File: config.mk
export PLATFORM = sky130hd
export DESIGN_NAME = rng_fifo_health_reader
export DESIGN_NICKNAME = d
export VERILOG_FILES = /design/src/rfh_pkg.sv /design/src/rfh_core.sv /design/src/rfh_outbuf.sv /design/src/rng_fifo_health_reader.sv
export SDC_FILE = /design/constraint.sdc
export NUM_CORES = 1
export LEC_CHECK = 0
export BUFFER_PORTS_ARGS = -buffer_cell sky130_fd_sc_hd__buf_4
export CAP_MARGIN = 20
export CORE_ASPECT_RATIO = 1.4
export CORE_MARGIN = 2
export CORE_UTILIZATION = 30
export CTS_CLUSTER_DIAMETER = 120
export DETAILED_ROUTE_END_ITERATION = 12
export HOLD_SLACK_MARGIN = 0.12
export SLEW_MARGIN = 20
export SYNTH_ARGS = -nofsm -noshare
export SYNTH_HDL_FRONTEND = slang
export SYNTH_HIERARCHICAL = 1
export SYNTH_SLANG_ARGS = --single-unit
File: constraint.sdc
create_clock -name clk -period 9.6 [get_ports clk]
set_input_delay 0.96 -clock clk [delete_from_list [all_inputs] [get_ports clk]]
set_output_delay 0.96 -clock clk [all_outputs]
set_load 0.01 [all_outputs]
File: src/rfh_pkg.sv
// Shared types and constants of the RNG FIFO health reader.
package rfh_pkg;

    localparam int MAX_BYTES = 4096;
    localparam int LEN_W     = 13;
    // wide enough to hold MAX_BYTES at the top of its range
    localparam int LEN_CMP_W = 17;
    localparam int WAIT_BITS = 16;
    localparam int REPEAT_FAIL = 4;

    localparam logic [1:0] MODE_START = 2'd0;
    localparam logic [1:0] MODE_POLL  = 2'd1;
    localparam logic [1:0] MODE_CLOSE = 2'd2;

    localparam logic [1:0] PH_IDLE    = 2'd0;
    localparam logic [1:0] PH_ACTIVE  = 2'd1;
    localparam logic [1:0] PH_CLOSING = 2'd2;

    localparam logic [2:0] ST_OK        = 3'd0;
    localparam logic [2:0] ST_INVALID   = 3'd1;
    localparam logic [2:0] ST_NOT_READY = 3'd2;
    localparam logic [2:0] ST_CANCELLED = 3'd3;
    localparam logic [2:0] ST_HEALTH    = 3'd4;
    localparam logic [2:0] ST_TIMEOUT   = 3'd5;
    localparam logic [2:0] ST_WAITING   = 3'd6;

    localparam logic [1:0] REG_FAILURE_MASK = 2'd0;
    localparam logic [1:0] REG_ENABLE_MASK  = 2'd1;
    localparam logic [1:0] REG_TIMEOUT_MS   = 2'd2;

    localparam logic       KIND_DATA   = 1'b0;
    localparam logic       KIND_STATUS = 1'b1;

    typedef struct packed {
        logic [1:0]       mode;
        logic [LEN_W-1:0] request_length;
        logic [31:0]      now_ms;
        logic             cancel_flag;
        logic [31:0]      control_word;
        logic [31:0]      status_word;
        logic [31:0]      bit_count;
        logic [31:0]      fifo_count;
        logic [31:0]      fifo_word;
    } item_t;

    typedef struct packed {
        logic [31:0] failure_mask;
        logic [31:0] enable_mask;
        logic [15:0] timeout_ms;
    } cfg_t;

    typedef struct packed {
        logic       kind;
        logic [7:0] byte_value;
        logic [2:0] status_code;
        logic       last;
    } result_t;

    typedef struct packed {
        logic [2:0]       count;
        result_t [3:0]    res;
    } res_bundle_t;

endpackage

File: src/rfh_core.sv
// Request state and combinational evaluation of one item into its results.
module rfh_core (
    input  logic                 clk,
    input  logic                 rst_n,
    input  logic                 fire,
    input  rfh_pkg::item_t       item,
    input  rfh_pkg::cfg_t        cfg,
    output rfh_pkg::res_bundle_t bundle
);

    logic                    failed_latch_reg, failed_latch_next;
    logic [2:0]              repeat_count_reg, repeat_count_next;
    logic [31:0]             previous_word_reg, previous_word_next;
    logic [rfh_pkg::LEN_W-1:0] bytes_done_reg, bytes_done_next;
    logic [rfh_pkg::LEN_W-1:0] bytes_wanted_reg, bytes_wanted_next;
    logic [31:0]             start_time_reg, start_time_next;
    logic [1:0]              phase_reg, phase_next;

    logic [rfh_pkg::LEN_CMP_W-1:0] len_wide;
    logic                    len_bad;
    logic [31:0]             elapsed;
    logic                    timed_out;
    logic                    absent;
    logic                    health_bits;
    logic                    enabled;
    logic                    waiting;
    logic [2:0]              rep_calc;
    logic [rfh_pkg::LEN_W-1:0] left;
    logic [2:0]              n;
    rfh_pkg::result_t        status_res;

    assign len_wide    = rfh_pkg::LEN_CMP_W'(item.request_length);
    assign len_bad     = (item.request_length == '0)
                      || (len_wide > rfh_pkg::LEN_CMP_W'(rfh_pkg::MAX_BYTES));
    assign elapsed     = item.now_ms - start_time_reg;
    assign timed_out   = elapsed >= {16'd0, cfg.timeout_ms};
    assign absent      = (item.control_word == '1) || (item.status_word == '1);
    assign health_bits = (item.status_word & cfg.failure_mask) != '0;
    assign enabled     = (item.control_word & cfg.enable_mask) != '0;
    assign waiting     = (item.bit_count <= 32'(rfh_pkg::WAIT_BITS))
                      || (item.fifo_count[7:0] == 8'd0);

    // repetition count: restart on a new word, saturate at seven
    always_comb
    begin
        if (repeat_count_reg != 3'd0 && previous_word_reg == item.fifo_word)
        begin
            rep_calc = (repeat_count_reg < 3'd7) ? repeat_count_reg + 3'd1 : 3'd7;
        end
        else
        begin
            rep_calc = 3'd1;
        end
    end

    assign left = (bytes_wanted_reg > bytes_done_reg) ? bytes_wanted_reg - bytes_done_reg
                                                      : '0;
    assign n    = (left < rfh_pkg::LEN_W'(4)) ? left[2:0] : 3'd4;

    always_comb
    begin
        failed_latch_next  = failed_latch_reg;
        repeat_count_next  = repeat_count_reg;
        previous_word_next = previous_word_reg;
        bytes_done_next    = bytes_done_reg;
        bytes_wanted_next  = bytes_wanted_reg;
        start_time_next    = start_time_reg;
        phase_next         = phase_reg;

        status_res             = '0;
        status_res.kind        = rfh_pkg::KIND_STATUS;
        status_res.last        = 1'b1;
        bundle                 = '0;

        case (item.mode)
            rfh_pkg::MODE_START:
            begin
                if (len_bad)
                begin
                    phase_next             = rfh_pkg::PH_IDLE;
                    status_res.status_code = rfh_pkg::ST_INVALID;
                    bundle.count           = 3'd1;
                end
                else
                begin
                    bytes_wanted_next = item.request_length;
                    bytes_done_next   = '0;
                    start_time_next   = item.now_ms;
                    phase_next        = rfh_pkg::PH_ACTIVE;
                end
            end
            rfh_pkg::MODE_POLL:
            begin
                bundle.count = 3'd1;
                if (phase_reg != rfh_pkg::PH_ACTIVE)
                begin
                    status_res.status_code = rfh_pkg::ST_INVALID;
                end
                else if (item.cancel_flag)
                begin
                    status_res.status_code = rfh_pkg::ST_CANCELLED;
                    phase_next             = rfh_pkg::PH_IDLE;
                end
                else if (failed_latch_reg)
                begin
                    status_res.status_code = rfh_pkg::ST_HEALTH;
                    phase_next             = rfh_pkg::PH_IDLE;
                end
                else if (timed_out)
                begin
                    status_res.status_code = rfh_pkg::ST_TIMEOUT;
                    phase_next             = rfh_pkg::PH_IDLE;
                end
                else if (absent)
                begin
                    status_res.status_code = rfh_pkg::ST_NOT_READY;
                    phase_next             = rfh_pkg::PH_IDLE;
                end
                else if (health_bits)
                begin
                    failed_latch_next      = 1'b1;
                    status_res.status_code = rfh_pkg::ST_HEALTH;
                    phase_next             = rfh_pkg::PH_IDLE;
                end
                else if (!enabled || item.fifo_count == '1)
                begin
                    status_res.status_code = rfh_pkg::ST_NOT_READY;
                    phase_next             = rfh_pkg::PH_IDLE;
                end
                else if (waiting)
                begin
                    status_res.status_code = rfh_pkg::ST_WAITING;
                end
                else
                begin
                    repeat_count_next  = rep_calc;
                    previous_word_next = item.fifo_word;
                    if (rep_calc >= 3'(rfh_pkg::REPEAT_FAIL))
                    begin
                        failed_latch_next      = 1'b1;
                        status_res.status_code = rfh_pkg::ST_HEALTH;
                        phase_next             = rfh_pkg::PH_IDLE;
                    end
                    else
                    begin
                        bytes_done_next = bytes_done_reg + rfh_pkg::LEN_W'(n);
                        if (bytes_done_next >= bytes_wanted_reg)
                        begin
                            phase_next = rfh_pkg::PH_CLOSING;
                        end
                        if (n == 3'd0)
                        begin
                            status_res.status_code = rfh_pkg::ST_WAITING;
                        end
                        else
                        begin
                            bundle.count = n;
                        end
                    end
                end
            end
            rfh_pkg::MODE_CLOSE:
            begin
                bundle.count = 3'd1;
                phase_next   = rfh_pkg::PH_IDLE;
                if (phase_reg != rfh_pkg::PH_CLOSING)
                begin
                    status_res.status_code = rfh_pkg::ST_INVALID;
                end
                else if (item.status_word == '1)
                begin
                    status_res.status_code = rfh_pkg::ST_NOT_READY;
                end
                else if (health_bits)
                begin
                    failed_latch_next      = 1'b1;
                    status_res.status_code = rfh_pkg::ST_HEALTH;
                end
                else
                begin
                    status_res.status_code = rfh_pkg::ST_OK;
                end
            end
            default:
            begin
                bundle.count = 3'd0;
            end
        endcase

        // data beats are only used when the poll delivered bytes
        for (int i = 0; i < 4; i++)
        begin
            bundle.res[i].kind        = rfh_pkg::KIND_DATA;
            bundle.res[i].byte_value  = item.fifo_word[i*8 +: 8];
            bundle.res[i].status_code = rfh_pkg::ST_OK;
            bundle.res[i].last        = (3'(i + 1) == n);
        end
        if (status_res.status_code != rfh_pkg::ST_OK || item.mode != rfh_pkg::MODE_POLL
            || bundle.count == 3'd1 && n == 3'd0)
        begin
            bundle.res[0] = status_res;
        end
    end

    always_ff @(posedge clk or negedge rst_n)
    begin
        if (!rst_n)
        begin
            failed_latch_reg  <= 1'b0;
            repeat_count_reg  <= 3'd0;
            previous_word_reg <= '0;
            bytes_done_reg    <= '0;
            bytes_wanted_reg  <= '0;
            start_time_reg    <= '0;
            phase_reg         <= rfh_pkg::PH_IDLE;
        end
        else if (fire)
        begin
            failed_latch_reg  <= failed_latch_next;
            repeat_count_reg  <= repeat_count_next;
            previous_word_reg <= previous_word_next;
            bytes_done_reg    <= bytes_done_next;
            bytes_wanted_reg  <= bytes_wanted_next;
            start_time_reg    <= start_time_next;
            phase_reg         <= phase_next;
        end
    end

    a_latch_sticky: assert property (@(posedge clk) disable iff (!rst_n)
        failed_latch_reg |=> failed_latch_reg)
        else $error("failure latch cleared");

    a_active_owes: assert property (@(posedge clk) disable iff (!rst_n)
        phase_reg == rfh_pkg::PH_ACTIVE |-> bytes_done_reg < bytes_wanted_reg)
        else $error("active request owes no bytes");

    a_phase_code: assert property (@(posedge clk) disable iff (!rst_n)
        phase_reg != 2'd3)
        else $error("phase register holds unused code");

endmodule

File: src/rfh_outbuf.sv
// Result buffer: takes up to four results at once and hands them out one beat a cycle while out_stall is low.
module rfh_outbuf (
    input  logic                 clk,
    input  logic                 rst_n,
    input  logic                 load,
    input  rfh_pkg::res_bundle_t bundle,
    output logic                 can_load,
    output logic                 out_valid,
    input  logic                 out_stall,
    output rfh_pkg::result_t     head
);

    rfh_pkg::result_t [3:0] res_reg;
    logic [2:0]             cnt_reg;
    logic                   pop;

    assign out_valid = cnt_reg != 3'd0;
    assign pop       = out_valid && !out_stall;
    assign can_load  = (cnt_reg == 3'd0) || (cnt_reg == 3'd1 && !out_stall);
    assign head      = res_reg[0];

    always_ff @(posedge clk or negedge rst_n)
    begin
        if (!rst_n)
        begin
            cnt_reg <= 3'd0;
        end
        else if (load)
        begin
            cnt_reg <= bundle.count;
        end
        else if (pop)
        begin
            cnt_reg <= cnt_reg - 3'd1;
        end
    end

    always_ff @(posedge clk)
    begin
        if (load)
        begin
            res_reg <= bundle.res;
        end
        else if (pop)
        begin
            res_reg[0] <= res_reg[1];
            res_reg[1] <= res_reg[2];
            res_reg[2] <= res_reg[3];
        end
    end

    a_load_safe: assert property (@(posedge clk) disable iff (!rst_n)
        load |-> cnt_reg == 3'd0 || (cnt_reg == 3'd1 && pop))
        else $error("results overwritten before delivery");

    a_cnt_range: assert property (@(posedge clk) disable iff (!rst_n)
        cnt_reg <= 3'd4)
        else $error("result count out of range");

    a_last_closes: assert property (@(posedge clk) disable iff (!rst_n)
        out_valid && cnt_reg == 3'd1 |-> head.last)
        else $error("final beat of an item lacks last");

endmodule

File: src/rng_fifo_health_reader.sv
// Top level of the RNG FIFO health reader: input register, configuration and result delivery.
// An accepted item waits in the input register until the result buffer can load and is evaluated
// there in a single pass; its results (none, one status, or up to four data bytes little-endian)
// are loaded into the result buffer, which delivers one beat per cycle while out_stall is low.
// A new item is taken into the input register while earlier results still drain, but it
// waits there until the buffer is down to its final beat. A valid start has no beat and
// leaves a gap on the output when it follows other results. The first result comes out
// of the result buffer after the item has passed the input register.
// Configuration is always ready and takes effect on the next item.
module rng_fifo_health_reader (
    input  logic        clk,
    input  logic        rst_n,
    input  logic        in_valid,
    output logic        in_stall,
    input  logic [1:0]  mode,
    input  logic [12:0] request_length,
    input  logic [31:0] now_ms,
    input  logic        cancel_flag,
    input  logic [31:0] control_word,
    input  logic [31:0] status_word,
    input  logic [31:0] bit_count,
    input  logic [31:0] fifo_count,
    input  logic [31:0] fifo_word,
    output logic        out_valid,
    input  logic        out_stall,
    output logic        kind,
    output logic [7:0]  byte_value,
    output logic [2:0]  status_code,
    output logic        last,
    input  logic        cfg_valid,
    output logic        cfg_ready,
    input  logic [1:0]  cfg_index,
    input  logic [31:0] cfg_data
);

    rfh_pkg::item_t       item_reg;
    logic                 in_valid_reg;
    rfh_pkg::cfg_t        cfg_reg;
    rfh_pkg::res_bundle_t bundle;
    rfh_pkg::result_t     head;
    logic                 can_load;
    logic                 fire;
    logic                 accept;

    assign fire      = in_valid_reg && can_load;
    assign in_stall  = in_valid_reg && !can_load;
    assign accept    = in_valid && !in_stall;
    assign cfg_ready = 1'b1;

    always_ff @(posedge clk or negedge rst_n)
    begin
        if (!rst_n)
        begin
            in_valid_reg <= 1'b0;
        end
        else if (accept)
        begin
            in_valid_reg <= 1'b1;
        end
        else if (fire)
        begin
            in_valid_reg <= 1'b0;
        end
    end

    always_ff @(posedge clk)
    begin
        if (accept)
        begin
            item_reg.mode           <= mode;
            item_reg.request_length <= request_length;
            item_reg.now_ms         <= now_ms;
            item_reg.cancel_flag    <= cancel_flag;
            item_reg.control_word   <= control_word;
            item_reg.status_word    <= status_word;
            item_reg.bit_count      <= bit_count;
            item_reg.fifo_count     <= fifo_count;
            item_reg.fifo_word      <= fifo_word;
        end
    end

    always_ff @(posedge clk or negedge rst_n)
    begin
        if (!rst_n)
        begin
            cfg_reg.failure_mask <= 32'd0;
            cfg_reg.enable_mask  <= 32'd1;
            cfg_reg.timeout_ms   <= 16'd1000;
        end
        else if (cfg_valid && cfg_ready)
        begin
            case (cfg_index)
                rfh_pkg::REG_FAILURE_MASK: cfg_reg.failure_mask <= cfg_data;
                rfh_pkg::REG_ENABLE_MASK:  cfg_reg.enable_mask  <= cfg_data;
                rfh_pkg::REG_TIMEOUT_MS:   cfg_reg.timeout_ms   <= cfg_data[15:0];
                default:                   ;
            endcase
        end
    end

    rfh_core u_core (
        .clk    (clk),
        .rst_n  (rst_n),
        .fire   (fire),
        .item   (item_reg),
        .cfg    (cfg_reg),
        .bundle (bundle)
    );

    rfh_outbuf u_outbuf (
        .clk       (clk),
        .rst_n     (rst_n),
        .load      (fire),
        .bundle    (bundle),
        .can_load  (can_load),
        .out_valid (out_valid),
        .out_stall (out_stall),
        .head      (head)
    );

    assign kind        = head.kind;
    assign byte_value  = head.byte_value;
    assign status_code = head.status_code;
    assign last        = head.last;

endmodule

## Word-level counts from Yosys, hierarchy flattened

Cells that the tools add are included.

| word-level totals | value |
|---|---|
| output and inout port bits | 16 |
| input port bits | 247 |
| flip-flop bits (word level) | 428 |
| logic and storage cells | 202 |

| cells by class | value |
|---|---|
| bitwise operators | 11 |
| multiplexer cells | 73 |
| reduce and logical (&&, ||, !) cells | 42 |
| add/sub/neg operators | 5 |
| equal/unequal tests | 32 |
| magnitude comparators | 8 |

Operator list:

| cell | count |
|---|---|
| 2-to-1 mux 13 bit | 12 |
| equality test 32 bit (second input constant) | 3 |
| 2-to-1 mux 3 bit | 28 |
| 2-to-1 mux 38 bit | 2 |
| bitwise AND 32 bit | 2 |
| nonzero test 32 bit | 2 |
| equality test 32 bit | 1 |
| >= comparator 32 x 16 -> 1 bit | 1 |
| <= comparator 32 x 5 -> 1 bit (second input constant) | 1 |
| subtractor 32 bit | 1 |
| inequality test 2 bit (second input constant) | 13 |
| one-hot mux 13 bit (2 select lines) | 1 |
| 2-to-1 mux 2 bit | 10 |
| one-hot mux 3 bit (3 select lines) | 2 |
| 2-to-1 mux 1 bit | 16 |
| adder 13 x 3 -> 13 bit | 1 |
| >= comparator 13 bit | 1 |
| > comparator 13 bit | 1 |
| > comparator 13 bit (second input constant) | 1 |
| logical NOT 13 bit | 1 |
| < comparator 13 x 3 -> 1 bit (second input constant) | 1 |
| subtractor 13 bit | 1 |
| AND reduction 12 bit | 1 |
| nonzero test 3 bit | 4 |
| 28 further kinds | 64 |

## Depth between registers and ports, before layout

| logic depth | value |
|---|---|
| depth in word-level cells | 21 |
| gate-level depth with buffers | 34 |
| gate-level depth less buffers | 32 |

## By module

Netlist, hierarchy kept.

By module, submodules not included:

| module | cells an instance | times used | area each (um^2) | seq. area each (um^2) |
|---|---|---|---|---|
| rfh_core | 1,198 | 1 | 9,714.3 | 2,402.3 |
| rng_fifo_health_reader | 386 | 1 | 9,298.9 | 8,281.7 |
| rfh_outbuf | 137 | 1 | 2,552.4 | 1,636.6 |

## Worst setup path after synthesis

No wires, ideal clock.

| path | value |
|---|---|
| path kind | input port to flip-flop |
| from | in out_stall |
| to | reg item_reg[0] in the netlist's numbering, enable pin |
| arrival time | 6.072 ns |
| slack | 2.934 ns |
| path buffers | 0 |
| stages on the path | 5 |
| setup time | 0.594 ns |
| required time | 9.006 ns |
| path through | inv_1 a21oi_1 nor2_1 nand2b_1 and2_1 |

| on the way | value |
|---|---|
| longest elaborated chain between the ends | 7 |

Ends and longest elaborated chain:

| element | line | text |
|---|---|---|
| start, declared | rng_fifo_health_reader.sv:25 | `input logic out_stall,` |
| logical NOT 1 bit | rfh_outbuf.sv:19 | `assign can_load = (cnt_reg == 3'd0) \|\| (cnt_reg == 3'd1 && !out_stall);` |
| logical AND 1 bit | rfh_outbuf.sv:19 |  |
| logical OR 1 bit | rfh_outbuf.sv:19 |  |
| named net can_load | rng_fifo_health_reader.sv:41 | `logic can_load;` |
| logical NOT 1 bit | rng_fifo_health_reader.sv:46 | `assign in_stall = in_valid_reg && !can_load;` |
| logical AND 1 bit | rng_fifo_health_reader.sv:46 |  |
| logical NOT 1 bit | rng_fifo_health_reader.sv:47 | `assign accept = in_valid && !in_stall;` |
| logical AND 1 bit | rng_fifo_health_reader.sv:47 |  |
| named net accept | rng_fifo_health_reader.sv:43 | `logic accept;` |
| end, declared | rng_fifo_health_reader.sv:36 | `rfh_pkg::item_t item_reg;` |

The timed path passes the listed nets, and every way through them passes these cells.
A chain may end at the register's enable or synchronous reset.

## Worst setup path in the final report

| path | value |
|---|---|
| from | reg u_core/bytes_done_reg[6] in the netlist's numbering |
| to | reg u_core.phase_reg[0] |

| on the way | value |
|---|---|
| longest elaborated chain between the ends | 8 |
| elaborated cells on any way between the ends | 9 |
| those cells by class | 2 x add/sub; 3 x order compare; 1 x eq/ne; 2 x mux; 1 x reduce/logical |

Ends and longest elaborated chain:

| element | line | text |
|---|---|---|
| start, declared | rfh_core.sv:14 | `logic [rfh_pkg::LEN_W-1:0] bytes_done_reg, bytes_done_next;` |
| start signal, assigned | rfh_core.sv:222 | `bytes_done_reg <= bytes_done_next;` |
| subtractor 13 bit or > comparator 13 bit (tied branches) | rfh_core.sv:56 | `assign left = (bytes_wanted_reg > bytes_done_reg) ? bytes_wanted_reg - bytes_done_reg` |
| 2-to-1 mux 13 bit | rfh_core.sv:56 |  |
| < comparator 13 x 3 -> 1 bit | rfh_core.sv:58 | `assign n = (left < rfh_pkg::LEN_W'(4)) ? left[2:0] : 3'd4;` |
| 2-to-1 mux 3 bit | rfh_core.sv:58 |  |
| adder 13 x 3 -> 13 bit * | rfh_core.sv:146 | `bytes_done_next = bytes_done_reg + rfh_pkg::LEN_W'(n);` |
| >= comparator 13 bit * | rfh_core.sv:147 | `if (bytes_done_next >= bytes_wanted_reg)` |
| inequality test 9 x 2 -> 1 bit (no source line) * | -- |  |
| AND reduction 5 bit (no source line) * | -- |  |
| end signal, assigned | rfh_core.sv:215 | `phase_reg <= rfh_pkg::PH_IDLE;` |
| end signal, assigned | rfh_core.sv:225 | `phase_reg <= phase_next;` |
| end, declared | rfh_core.sv:17 | `logic [1:0] phase_reg, phase_next;` |

Every way passes the cells marked *; elsewhere a longest branch is shown, timed or not.

==> run metrics <==
Final min period=6.579 ns; setup TNS=0 ns; Vert. Die Dim=321.2 microns; Fill cells=6933; CTS root buffer=clkbuf_16; power per cell area=298.9 nW/um^2; leak pwr=10.46 nW; yosys warns=6; Initial DRC Count=792; crit start category=flip-flop; Clk pin slew, worst setup/hold paths=0.06 ns; share of layout cells above drive strength 1=0.2764; I/O pins=263; largest area contributor in the netlist=edfxtp_1; gate count of the mapped netlist=1721; via count=14260; Hold Fails Final Rpt=0; Die X=230.6 microns; largest net degree at the start of global routing=90; cts bufs inserted=48; Via-to-Cell Ratio=4.862; Cell Area, Synth=21570 sq um; max reg flops=208; CTS Buffer Depth=3; HP Class=in -> async; Post-synth EDFFs=260; Max Slew Vio Count=0; most frequent cells in the layout=buf_4, edfxtp_1, dfrtp_1; final antenna-violating net count=0; prevailing post-synth register cell=edfxtp_1; Post-Route Skew=0.02881 ns; distinct cell type count of the synthesized netlist=100; quantity of hold-fixing buffers added after cts=0; Tot Pwr=7.702 mW; Detailed Route WL=57550 microns; Max-slew headroom=0.3580; Worst EP required=10.07 ns; worst skew pair latency=0.60 ns; area growth from synthesis to layout=19.48%; Fmax=0.1520 GHz; DRC=0; Yosys top cell area share=0.3620; syn_area_per_cell=12.53 sq um; GRT Overall Usage=0.1538; Synth area leaders=edfxtp_1, dfrtp_1, mux2_2; Slowest-stage cell, CP=or4b_2; vias in the first global route=14920; reg2reg path depth=28; grt ovf=0; unrepaired setup endpoints after global routing=false; clk sinks=440; crit share post-route=0.6853; IO buf count=261; First-pass DRT Iterations=5; Core ar.=71260 sq um; slew at the pin with the worst max-slew slack=0.9630 ns; RePlAce Congestion=0.8503; die area=74080 sq um; PostCTS Resize Cnt=0; post-synthesis register bit count=440; H-tree depth=2; worst-path fanout max=9; FP Rows=116; critical path data arrival time=7.05 ns; post-synthesis sequential area ratio=0.5713; detailed placement HPWL=43510 microns; CP Class=reg -> reg; ys async rst share=0.4091; commonest non-fill, non-tap cell in the layout=buf_4; Final #Nets=2283; Initial Utilization=0.3026; setup violators final=0; first-pass GRT wire length=87020 microns; initial antenna violation count=2; Peak VDD IR=0.1660 mV; CTS tree=built; CP Capture Type=flip-flop; status=complete, no violations; DR WL/cell=19.63 microns; Setup Fix Bufs, Post-CTS=0; total of max-cap violations=0; CP max stage delay=0.65 ns
## cells in the mapped netlist, types with 4 or more instances
cell type and number:
o21ai_0 99, and2_1 5, nor3b_1 5, dfrtp_1 173
o21ba_2 4, edfxtp_1 260, nand4_1 64, a211oi_1 10
nor4b_1 8, nand3_1 41, and3_1 10, buf_12 4
buf_6 7, clkbuf_1 23, and4_1 6, ha_1 86
xnor2_1 25, nor4_1 34, mux2_4 34, a31oi_1 7
a31o_2 4, or2_2 4, nand2b_1 12, a21o_1 17
o31ai_1 7, o211ai_1 9, or3_1 4, nand3b_1 5
nor2_1 52, nor3_1 20, mux2_2 120, inv_1 108
xor2_1 40, o2111ai_1 4, o21a_1 9, dfstp_2 7
nor2b_1 18, buf_2 17, o21bai_1 6, a22oi_1 34
nand2_1 120, mux2i_1 8, buf_4 54, a21oi_1 62
## where the power goes
part / switching (mW) / internal, mW
Clock: 0.787 / 1.12
Combinational: 1.69 / 1.18
Sequential: 0.249 / 2.67
## cells by family (layout without fill, tap and decap cells)
family	count (synthesis)	after routing	share of synthesized area
XOR/XNOR	65	65	0.02640
AO/OA/AOI/OAI	313	313	0.09538
other	2	15	0.0003482
AND/OR/NAND/NOR	433	433	0.1094
buffers and inverters	215	469	0.05338
adder cells (fa/ha/maj)	89	89	0.05268
multiplexers	164	164	0.09109
flip-flops	440	440	0.5713
## layer usage
metal | vias up | wire [microns] | global-route usage | share of wire
met4 | 0 | 2417 | 0.06839 | 0.042
met2 | 408 | 30630 | 0.2840 | 0.53
met1 | 6968 | 21640 | 0.1696 | 0.38
met5 | - | 0 | 0 | 0
li1 | 6772 | - | - | -
met3 | 107 | 2866 | 0.03005 | 0.050
## final cells by class
cell class,instances,area (sq um),share of cell area
well taps,944,1181,0.04584
inverters,109,411.6,0.01598
clock inverters,22,286.5,0.01112
repair buffers,271,2042,0.07925
diodes,2,5.005,0.0001942
flip-flops and latches,440,12320,0.4782
clock buffers,67,1344,0.05215
multi-input cells,1077,8177,0.3173
## metrics by stage
| stage | hold WS (ns) | instance area, sq um | worst slack (ns) | cells | util |
|---|---|---|---|---|---|
| after floorplan | 0.4520 | 21610 | 2.934 | 1732 | - |
| after global placement | 0.4766 | 24120 | 3.123 | 2841 | 0.3385 |
| after detailed placement | 0.4834 | 24120 | 3.099 | 2841 | 0.3385 |
| after CTS | 0.3626 | 25750 | 3.052 | 2930 | 0.3613 |
| after global routing | 0.3972 | 25770 | 2.507 | 2932 | 0.3616 |
| final | 0.3596 | 25770 | 3.021 | 2932 | 0.3616 |
## worst max-delay path, delay by kind of cell (launching register included)
kind	cells	cell delay, ns
buf+inv	3	0.27
compound gates	7	1.51
simple gates	12	2.69
flops	1	0.36
xor+xnor	1	0.26
fa+ha+maj	3	0.93
mux	2	0.43
## path summary, 6_finish.rpt
path | startpoint | end | slack [ns]
min in group clk | item_reg[174] | u_core/start_time_reg[13] | 0.49
worst max register to register | u_core/bytes_done_reg[6] | u_core/phase_reg[0] | 3.02
worst min-delay path | rst_n | u_core/previous_word_reg[15] | 0.36
max in group asynchronous | rst_n | in_valid_reg | 7.97
worst min register to register | item_reg[174] | u_core/start_time_reg[13] | 0.49
worst max-delay path | u_core/bytes_done_reg[6] | u_core/phase_reg[0] | 3.02
Power figures use the tool's default switching activity.
